==> config.mk <==
export PLATFORM = sky130hd
export DESIGN_NAME = hcbp_ctrl
export DESIGN_NICKNAME = d
export VERILOG_FILES = /design/src/design/hcbp_pkg.sv /design/src/design/hcbp_ctrl.sv
export SDC_FILE = /design/constraint.sdc
export NUM_CORES = 1
export LEC_CHECK = 0
export BUFFER_PORTS_ARGS = -buffer_cell sky130_fd_sc_hd__clkbuf_2
export CORE_AREA = 2 2 39 41
export DETAILED_ROUTE_END_ITERATION = 7
export DIE_AREA = 0 0 41 43
export PLACE_DENSITY = 0.37
export SLEW_MARGIN = 20
export SYNTH_ARGS = -nofsm -noshare
export SYNTH_HDL_FRONTEND = slang
export SYNTH_SLANG_ARGS = --single-unit
==> constraint.sdc <==
create_clock -name clk -period 1 [get_ports clk]
set_input_delay 0.2 -clock clk [delete_from_list [all_inputs] [get_ports clk]]
set_output_delay 0.2 -clock clk [all_outputs]
set_load 0.01 [all_outputs]
==> src/design/hcbp_pkg.sv <==
package hcbp_pkg;

    localparam int CODE_W = 32;
    localparam int LEN_W  = 6;
    localparam int BYTE_W = 8;
    localparam int ACC_W  = 40;
    localparam int CNT_W  = 3;
    localparam int LEFT_W = 3;
    localparam int SYM_W  = 8;

    localparam logic [1:0] OP_LOAD   = 2'd0;
    localparam logic [1:0] OP_ENCODE = 2'd1;
    localparam logic [1:0] OP_FLUSH  = 2'd2;

    typedef struct packed {
        logic [1:0]        operation;
        logic [SYM_W-1:0]  symbol;
        logic [CODE_W-1:0] code_bits;
        logic [LEN_W-1:0]  code_length;
    } in_t;

    typedef struct packed {
        logic [BYTE_W-1:0] out_byte;
        logic              last_of_run;
    } out_t;

    typedef struct packed {
        logic load;
        logic read;
        logic build;
        logic flush;
        logic emit;
    } cmd_t;

    typedef struct packed {
        logic sym_ok;
        logic pend_empty;
        logic build_bytes;
        logic left_one;
        logic out_free;
    } stat_t;

endpackage

==> src/design/hcbp_ctrl.sv <==
module hcbp_ctrl import hcbp_pkg::*; (
    input  logic       clk,
    input  logic       rst_n,
    input  logic       in_valid,
    output logic       in_ready,
    input  logic [1:0] operation,
    input  stat_t      stat,
    output cmd_t       cmd
);

    localparam logic [1:0] ST_IDLE  = 2'd0;
    localparam logic [1:0] ST_BUILD = 2'd1;
    localparam logic [1:0] ST_EMIT  = 2'd2;

    logic [1:0] state_reg;
    logic [1:0] state_next;

    always_ff @(posedge clk or negedge rst_n)
    begin
        if (!rst_n)
        begin
            state_reg <= ST_IDLE;
        end
        else
        begin
            state_reg <= state_next;
        end
    end

    assign in_ready = (state_reg == ST_IDLE);

    always_comb
    begin
        state_next = state_reg;
        cmd        = '0;
        case (state_reg)
            ST_IDLE:
            begin
                if (in_valid)
                begin
                    case (operation)
                        OP_LOAD:
                        begin
                            cmd.load = stat.sym_ok;
                        end
                        OP_ENCODE:
                        begin
                            if (stat.sym_ok)
                            begin
                                cmd.read   = 1'b1;
                                state_next = ST_BUILD;
                            end
                        end
                        OP_FLUSH:
                        begin
                            if (!stat.pend_empty)
                            begin
                                cmd.flush  = 1'b1;
                                state_next = ST_EMIT;
                            end
                        end
                        default:
                        begin
                            state_next = ST_IDLE;
                        end
                    endcase
                end
            end
            ST_BUILD:
            begin
                cmd.build  = 1'b1;
                state_next = stat.build_bytes ? ST_EMIT : ST_IDLE;
            end
            ST_EMIT:
            begin
                if (stat.out_free)
                begin
                    cmd.emit = 1'b1;
                    if (stat.left_one)
                    begin
                        state_next = ST_IDLE;
                    end
                end
            end
            default:
            begin
                state_next = ST_IDLE;
            end
        endcase
    end

    assert property (@(posedge clk) disable iff (!rst_n)
        cmd.read |=> state_reg == ST_BUILD)
        else $error("encode lookup not followed by build");

    assert property (@(posedge clk) disable iff (!rst_n)
        cmd.emit |-> stat.out_free)
        else $error("beat emitted into an occupied output register");

    assert property (@(posedge clk) disable iff (!rst_n)
        state_reg == ST_EMIT |-> !in_ready)
        else $error("input taken while bytes still to emit");

endmodule

# Word-level counts from Yosys, hierarchy flattened
# Cells that the tools add are included.
[word_totals]
register_bits = 2
inputBits = 10
[op_classes]
n_eq_ne = 10
n_mux = 20
n_reduce_logical = 3
[ops]
columns = ["op", "count"]
rows = [
  ["$mux 2", 8],
  ["$pmux 2 s3", 2],
  ["$mux 1", 10],
  ["$ne 2x2->1 const B", 4],
  ["$ne 3x3->1 const B", 2],
  ["$reduce_and 6->1", 1],
  ["$eq 2x1->1 const B", 2],
  ["$eq 2x2->1 const B", 2],
  ["$logic_not 2->1", 2],
]

# Logic depth before layout (Yosys ltp)
# Gate-level depths: netlist (run 1).
[depth]
word_depth = 4
mapped_depth = 3

# Least setup slack after synthesis (run 1)
# OpenSTA, ideal clock, no wires.
[synth_timing]
path_type = "register -> output"
start = "register state_reg[1]"
end = "output cmd[3] (netlist name)"
t_arrival_ns = 1.131
setup_slack_ns = -0.331
stages_incl_launch_ff = 3
path_cell_list = "dfrtp_1 > or2_4 > nor4b_1"
[synth_rtl]
columns = ["element", "line", "rtl"]
rows = [
  ["start, declared", "hcbp_ctrl.sv:15", "logic [1:0] state_reg;"],
  ["start signal, assigned", "hcbp_ctrl.sv:26", "state_reg <= state_next;"],
  ["end, declared", "hcbp_ctrl.sv:8", "output cmd_t cmd"],
]

# Final worst setup path (run 1)
[layout_timing]
start = "register state_reg[1]"
end = "output in_ready"
[layout_via]
elab_chain_len = 1
[layout_lines]
columns = ["element", "line", "rtl"]
rows = [
  ["$logic_not 2->1", "hcbp_ctrl.sv:30", "assign in_ready = (state_reg == ST_IDLE);"],
  ["end, declared", "hcbp_ctrl.sv:5", "output logic in_ready,"],
]
# Every way passes these cells.

==> results of run 1 <==
## path summary, 6_finish.rpt
| path | startpoint | end | slack (ns) |
|---|---|---|---|
| setup / recovery | state_reg[1] | in_ready | -0.49 |
| hold / removal | stat[2] | state_reg[1] | 0.22 |
| setup reg to reg | state_reg[1] | state_reg[1] | -0.43 |
| hold reg to reg | state_reg[1] | state_reg[1] | 0.78 |
| max in group asynchronous | rst_n | state_reg[1] | 0.60 |
| min in group asynchronous | rst_n | state_reg[0] | 0.31 |
## area by class of cell
type / instances / area [um2]
tap: 16 / 20.0
fill: 154 / 990
multi-input combinational: 11 / 133
clock buffer: 3 / 22.5
timing repair buffer: 24 / 165
sequential: 2 / 50.0
inverter: 1 / 3.75
## kinds of logic after synthesis
logic type             after synthesis  synth area share (%)
AOI/OAI and AO/OA                    2                  10.8
buffers and inverters                1                  2.50
DFF                                  2                  33.3
and+or+nand+nor                      9                  53.3
## layout by cell type, fill, tap and decap left out, drive strengths merged
| master | netlist | routed |
|---|---|---|
| a21oi | 1 | 1 |
| a221o | 1 | 1 |
| and2b | 1 | 1 |
| and3b | 1 | 1 |
| buf | 0 | 14 |
| clkbuf | 0 | 12 |
| dfrtp | 2 | 2 |
| dlygate4sd3 | 0 | 1 |
| inv | 1 | 1 |
| nand2 | 2 | 2 |
| nor4 | 2 | 2 |
| nor4b | 2 | 2 |
| or2 | 1 | 1 |
## per-layer routing
metal | part of all wire (%) | wire length (um)
met5 | 0 | 0
met4 | 0 | 0
met2 | 48 | 289
met1 | 38 | 229
met3 | 13 | 77
## power groups by stage
stage / clock network [mW] / logic, mW / registers [mW]
after global placement: 0 / 0.122 / 0.0932
final: 0.181 / 0.187 / 0.0924
after detailed placement: 0 / 0.127 / 0.0931
after global routing: 0.212 / 0.202 / 0.0933
after floorplan: 0 / 0.0667 / 0.0941
after CTS: 0.195 / 0.155 / 0.0919
## through the flow
stage | setup TNS, ns | cells
finish | -3.52 | 57
global placement | -1.14 | 47
detailed placement | -1.17 | 47
CTS | -3.06 | 54
global route | -4.05 | 57
floorplan | -0.617 | 14
## repair_timing
action                                 CTS  global route
hold buffers                             1             0
buffers inserted                         4             3
endpoints found under the hold margin    2             0
setup endpoints to repair                8             8
resized for setup                        1            10
pin swaps                                1             1
==> metrics.csv, run 1 <==
metric;value;unit
status;finished with violations;
failing checks;negative setup slack;
synthesis-to-layout area growth;163;%
commonest cells in the netlist;dfrtp_1, nand2_1, nor4b_1;
first-pass GRT wire length;862;um
CP required;0.80;ns
sequential share of power;20.1;%
Max stage delay on crit path;0.37;ns
setup ws final;-0.495;ns
Die Ht;43;um
Yosys Warn Count;0;
initial drt markers;0;
Clock Latency Late Sink;0.22;ns
area share of the largest cell type after synthesis;33.3;%
P_int;0.331;mW
design area;394;um2
Switch Pwr;0.130;mW
fin. max-slew vios;0;
Slowest cell on crit path;dfrtp_1;
root buf cell;clkbuf_4;
GRT Util Overall;8.04;%
sequential share of the synthesized area;33.3;%
CTS Buf Count;3;
Hold Crit Depth;2;
Die Width;41;um
DP HPWL;437;um
Netlist cell types;11;
vias in the first global route;246;
sw frac;28.2;%
grt total ovfl;0;
core area;1380;um2
share of layout cells above drive strength 1;82.9;%
router iterations before antenna repair;1;
final hold vios;0;
Worst Path Buf+Inv;4;
syn nets;24;
critical path endpoint category;output pin;
Slew @ Worst Pin;0.236;ns
Pwr Density;1170;nW/um2
EDFF count, synth;0;
family with the most delay on the worst path;buffers and inverters;
Starting Density;10.8;%
Setup crit start kind;flip-flop;
endpoints failing setup;8;
crit-path cells;or2_4 > buf_4 > buf_6 > inv_1 > buf_2;
worst hold slack;0.225;ns
Cell Area, Synth;150;um2
met1 GRT Util;8.39;%
Clk pin slew, worst setup/hold paths;0.03;ns
post-route clock skew;0.00124;ns
RSZ-0062 raised after global routing;yes;
largest cells by area after synthesis;dfrtp_1, nor4_4, nor4b_1;
# IOs;16;
CTS tree;done;
Post-synth ARST share;100;%
count of input and output buffers;15;
row count;14;
Hold Crit Class;in -> reg;
met3 Use GR;3.14;%
syn_area_per_cell;10.7;um2
vias per inst;3.89;
pre-CTS setup slack;-0.294;ns
final worst path period need;1.49;ns
Nets;53;
fmax;669;MHz
total of max-cap violations;0;
H-tree depth;1;
placed instance area;290;um2
Sink Count;2;
Layout Utilization;28.5;%
largest fanout on the critical path;4;
critical path depth;5;
Gate power share;40.7;%
die area;1760;um2
FF+latch count, synth;2;
final wirelength;596;um
Main synth FF type;dfrtp_1;
via count;222;
grt peak-use layer;met2;
GPL Wtd Cong;0.702;
largest net degree at the start of global routing;5;
WL per Instance;10.5;um
Tcrit/Tclk final;149;%
routing usage on met2;11.3;%
reg2reg path depth;6;
initial antenna violation count;0;
Clock power frac;39.2;%
Largest register FFs;2;
Max VDD drop;0.000339;V
Clock Path Buffers;2;
Antenna Cells;0;
critical path type;reg -> out;
Leakage;0.200;nW
Routed Antenna Nets;0;
Total Power;0.461;mW
WP data arrival;1.29;ns
cell count after synthesis;14;
Slew HR;84.2;%
Synth area leader;dfrtp_1;
DRC;0;
Power figures use the tool's default switching activity.
==> run 2: changes to the inputs <==
==> constraint.sdc (replaced) <==
create_clock -name clk -period 1.35 [get_ports clk]
set_input_delay 0.27 -clock clk [delete_from_list [all_inputs] [get_ports clk]]
set_output_delay 0.27 -clock clk [all_outputs]
set_load 0.01 [all_outputs]
==> run 2 against run 1 <==
  * The flow still finishes with violations (negative setup slack)
  * Global-route usage down 0.12 points
  * Critical path depth fell by 2
  * Utilization fell by 3.0 points
  * Via count is 3.2% lower
  * First-iteration DRC count rose by 5
  * Critical path type unchanged
  * Highest routed layer is now met4
==> metrics.csv, run 2 (synthesis results as in run 1) <==
metric;value;unit;change
GRT Util Overall;7.92;%;-0.12 points
largest fanout on the critical path;4;;unchanged
Switch Pwr;0.0865;mW;-33%
Hold Crit Depth;2;;unchanged
Antenna Cells;0;;unchanged
Clock power frac;41.2;%;+2.0 points
via count;215;;-3.2%
P_int;0.235;mW;-29%
CTS Buf Count;3;;unchanged
Clk pin slew, worst setup/hold paths;0.03;ns;about the same
Tcrit/Tclk final;115;%;
RSZ-0062 raised after global routing;yes;;
vias in the first global route;222;;-9.8%
WL per Instance;9.72;um;-7.0%
setup ws final;-0.200;ns;+0.295 ns
commonest non-fill, non-tap cell in the layout;clkbuf_2;;
worst r2r src;state_reg[1];;
failing checks;negative setup slack;;
fin. max-slew vios;0;;unchanged
total of max-cap violations;0;;unchanged
Reg-to-Reg End;state_reg[0];;
router iterations before antenna repair;2;;+1
sequential share of power;21.3;%;+1.2 points
grt total ovfl;0;;unchanged
Routed Antenna Nets;0;;unchanged
reg2reg path depth;4;;-2
# IOs;16;;unchanged
GPL Wtd Cong;0.679;;-3.4%
status;finished with violations;;
Starting Density;10.8;%;unchanged
endpoints failing setup;6;;-2
count of input and output buffers;15;;unchanged
final wirelength;525;um;-12%
initial antenna violation count;0;;unchanged
Slew @ Worst Pin;0.310;ns;+0.0741 ns
Hold Crit Class;in -> reg;;
Die Ht;43;um;unchanged
largest net degree at the start of global routing;5;;unchanged
final worst path period need;1.55;ns;
share of layout cells above drive strength 1;78.9;%;-4.0 points
fill cell total of the finished layout;144;;-6.5%
DRC;0;;unchanged
Max VDD drop;0.000306;V;-9.7%
WP data arrival;1.28;ns;about the same
Gate power share;37.6;%;-3.1 points
Largest register FFs;2;;unchanged
Slew HR;79.0;%;-5.2 points
worst reg2reg setup slack;0;ns;+0.43 ns
Setup crit start kind;flip-flop;;
fmax;645;MHz;
worst hold slack;0.301;ns;+0.0762 ns
root buf cell;clkbuf_4;;
Sink Count;2;;unchanged
Nets;50;;-5.7%
critical path type;reg -> out;;
synthesis-to-layout area growth;135;%;
initial drt markers;5;;+5
vias per inst;3.98;;+2.2%
H-tree depth;1;;unchanged
leading cell types in the layout, fill and taps excluded;clkbuf_2, buf_6, buf_4;;
critical path endpoint category;output pin;;
die area;1760;um2;unchanged
row count;14;;unchanged
sw frac;26.9;%;-1.3 points
hold worst-path end;state_reg[1];;
core area;1380;um2;unchanged
Die Width;41;um;unchanged
final hold vios;0;;unchanged
pre-CTS setup slack;-0.0391;ns;+0.255 ns
Worst Hold Launch;stat[2];;
CP required;1.08;ns;+0.28 ns
Leakage;0.182;nW;-8.6%
Clock Path Buffers;2;;unchanged
post-route clock skew;0.00267;ns;+0.00143 ns
CTS tree;done;;
Pwr Density;910;nW/um2;-22%
Fin Setup TNS;-0.840;ns;+2.68 ns
first-pass GRT wire length;876;um;+1.6%
Clock Latency Late Sink;0.22;ns;about the same
run 2: cell types whose count changed in the layout (fill, tap and decap cells not counted), sizes merged:
cell and change:
buf -3
run 2: final cells by class:
type,count,area [um2],area share [%]
well taps,16,20.0,5.67
inverters,1,3.75,1.06
clock buffers,3,22.5,6.38
multi-input cells,11,111,31.6
flip-flops and latches,2,50.0,14.2
repair buffers,21,145,41.1
run 2: worst max-delay path: stages (launching register included):
cell     delay, ns
dfrtp_1       0.37
or2_4         0.29
nor4b_4       0.24
buf_2         0.16
run 2: what timing repair did:
item | in CTS | in global routing
setup endpoints to repair | 4 | 7
buffers inserted | 3 | 2
hold buffers | 1 | 0
endpoints found under the hold margin | 2 | 0
gates resized for setup | 1 | 12
pin swaps | 2 | 2
run 2: worst max-delay path by stage:
stage                 start  slack [ns]     end  cells past startpoint
5_1_grt        state_reg[1]       -0.27  cmd[3]                      3
2_1_floorplan  state_reg[1]        0.01  cmd[4]                      2
3_5_place_dp   state_reg[1]       -0.04  cmd[1]                      3
6_report       state_reg[1]       -0.20  cmd[3]                      3
3_3_place_gp   state_reg[1]      -0.008  cmd[1]                      3
4_1_cts        state_reg[0]       -0.22  cmd[3]                      3
run 2: routing by layer:
layer	track usage (%)	vias to the layer above	share of wire [%]
li1	-	102	-
met1	8.01	95	40
met2	11.3	16	46
met3	6.28	2	14
met4	4.00	0	0.76
met5	0	-	0
run 2: power groups by stage:
stage	logic [mW]	registers [mW]	clock network, mW
final	0.121	0.0684	0.132
after global routing	0.132	0.0687	0.154
after CTS	0.103	0.0684	0.139
after detailed placement	0.0756	0.0706	0
after global placement	0.0723	0.0697	0
after floorplan	0.0409	0.0697	0
run 2: per-stage QoR:
stage / utilization, % / instances / power, mW / instance area (um2)
floorplan: - / 14 / 0.111 / 156
global placement: 18.7 / 46 / 0.142 / 259
detailed placement: 18.7 / 46 / 0.146 / 259
CTS: 23.0 / 53 / 0.310 / 318
global route: 25.5 / 54 / 0.354 / 353
finish: 25.5 / 54 / 0.321 / 353
==> run 3: changes to the inputs <==
--- a/config.mk
+++ b/config.mk
@@ -10,6 +10,7 @@
 export DETAILED_ROUTE_END_ITERATION = 7
 export DIE_AREA = 0 0 41 43
 export PLACE_DENSITY = 0.37
+export RECOVER_POWER = 50
 export SLEW_MARGIN = 20
 export SYNTH_ARGS = -nofsm -noshare
 export SYNTH_HDL_FRONTEND = slang
==> run 3 against run 2 <==
  * The run still ends with negative setup slack left
  * First-iteration DRC count stayed put
  * Cell count unchanged
  * Routed wire length up 0.19%
  * Cell area fell by 0.35%
  * Count of clock-buffer cells in the layout is the same
  * Power is 0.14% lower
  * Via count stayed put
  * Critical path depth unchanged
  * Sequential share of layout area grew 0.050 points
  * Critical path type unchanged
  * Largest power group unchanged
==> metrics.csv, run 3 (synthesis results as in run 1) <==
metric;value;unit;change
status;finished with violations;;
failing checks;negative setup slack;;
total of max-cap violations;0;;unchanged
Slowest cell on crit path;dfrtp_1;;
reg2reg path depth;4;;unchanged
# IOs;16;;unchanged
final hold vios;0;;unchanged
CTS tree;done;;
Antenna Cells;0;;unchanged
core area;1380;um2;unchanged
Clock Latency Late Sink;0.22;ns;about the same
router iterations before antenna repair;2;;unchanged
GRT Util Overall;7.92;%;unchanged
fin. max-slew vios;0;;unchanged
Slew @ Worst Pin;0.310;ns;unchanged
initial antenna violation count;0;;unchanged
worst hold slack;0.301;ns;+0.000146 ns
pre-CTS setup slack;-0.0391;ns;unchanged
Total Power;0.321;mW;-0.14%
WL per Instance;9.74;um;+0.19%
grt total ovfl;0;;unchanged
Starting Density;10.8;%;unchanged
worst r2r src;state_reg[1];;
critical path depth;3;;unchanged
worst reg2reg setup slack;0;ns;unchanged
row count;14;;unchanged
final cell count without fillers;54;;unchanged
Die Ht;43;um;unchanged
Sink Count;2;;unchanged
final worst path period need;1.55;ns;unchanged
H-tree depth;1;;unchanged
Routed Antenna Nets;0;;unchanged
endpoints failing setup;6;;unchanged
first-pass GRT wire length;876;um;unchanged
vias per inst;3.98;;unchanged
setup ws final;-0.200;ns;unchanged
die area;1760;um2;unchanged
Worst Hold Launch;stat[2];;
count of input and output buffers;15;;unchanged
Pwr Density;912;nW/um2;+0.22%
leading cell types in the layout, fill and taps excluded;clkbuf_2, buf_6, buf_4;;
Max stage delay on crit path;0.37;ns;about the same
CP required;1.08;ns;about the same
CTS Buf Count;3;;unchanged
Worst Path Buf+Inv;1;;unchanged
GPL Wtd Cong;0.679;;unchanged
Reg-to-Reg End;state_reg[0];;
Slew HR;79.0;%;unchanged
Clock Path Buffers;2;;unchanged
synthesis-to-layout area growth;134;%;
Max VDD drop;0.000305;V;-0.16%
Clk pin slew, worst setup/hold paths;0.03;ns;about the same
Hold Crit Depth;2;;unchanged
dpl cells;46;;unchanged
Nets;50;;unchanged
Leakage;0.179;nW;-1.6%
hold worst-path end;state_reg[1];;
fmax;645;MHz;about the same
critical path type;reg -> out;;
largest net degree at the start of global routing;5;;unchanged
via count;215;;unchanged
vias in the first global route;222;;unchanged
Largest register FFs;2;;unchanged
crit-path cells;or2_4 > nor4b_4 > buf_2;;
WP data arrival;1.28;ns;about the same
critical path endpoint category;output pin;;
commonest non-fill, non-tap cell in the layout;clkbuf_2;;
family with the most delay on the worst path;simple AND/OR/NAND/NOR gates;;
largest fanout on the critical path;4;;unchanged
root buf cell;clkbuf_4;;
Hold Crit Class;in -> reg;;
post-route clock skew;0.00267;ns;unchanged
share of layout cells above drive strength 1;76.3;%;-2.6 points
Setup crit start kind;flip-flop;;
RSZ-0062 raised after global routing;yes;;
Die Width;41;um;unchanged
initial drt markers;5;;unchanged
final wirelength;526;um;+0.19%
Tcrit/Tclk final;115;%;unchanged
DRC;0;;unchanged
## run 3: where the power goes
group          switching, mW  internal (mW)  total, mW
registers            0.00273         0.0656     0.0684
clock network         0.0341         0.0981      0.132
logic                 0.0496         0.0707      0.120
total                 0.0864          0.234      0.321
## run 3: metal layers
layer | share of wire (%) | vias to the layer above | track usage [%]
met2 | 46 | 16 | 11.3
met1 | 40 | 95 | 8.01
li1 | - | 102 | -
met3 | 13 | 2 | 6.28
met4 | 0.76 | 0 | 4.00
met5 | 0 | - | 0
## run 3: stage by stage
step,setup TNS [ns],util (%),instance area (um2)
finish,-0.840,25.4,352
global route,-1.33,25.4,352
CTS,-0.798,23.0,318
detailed placement,-0.0542,18.7,259
global placement,-0.00819,18.7,259
floorplan,0,-,156
## run 3: how the worst max path moves through the flow
stage | end | startpoint | slack (ns)
CTS | cmd[3] | state_reg[0] | -0.22
finish | cmd[3] | state_reg[1] | -0.20
global route | cmd[3] | state_reg[1] | -0.27
floorplan | cmd[4] | state_reg[1] | 0.01
global placement | cmd[1] | state_reg[1] | -0.008
detailed placement | cmd[1] | state_reg[1] | -0.04
## run 3: final cells by class
cell class	instances	area [um2]
flip-flops and latches	2	50.0
inverters	1	3.75
repair buffers	21	144
clock buffers	3	22.5
fillers	145	1030
multi-input cells	11	111
well taps	16	20.0
## run 3: what timing repair did
item / CTS / global route
setup endpoints to repair: 4 / 7
endpoints found under the hold margin: 2 / 0
hold buffers: 1 / 0
pin swaps: 2 / 2
setup buffers: 3 / 2
resized for setup: 1 / 12
## run 3: worst register-to-register path, stage by stage, from the launching register on
cell,delay (ns)
dfrtp_1,0.37
or2_4,0.29
buf_4,0.14
buf_6,0.10
nor4b_1,0.32
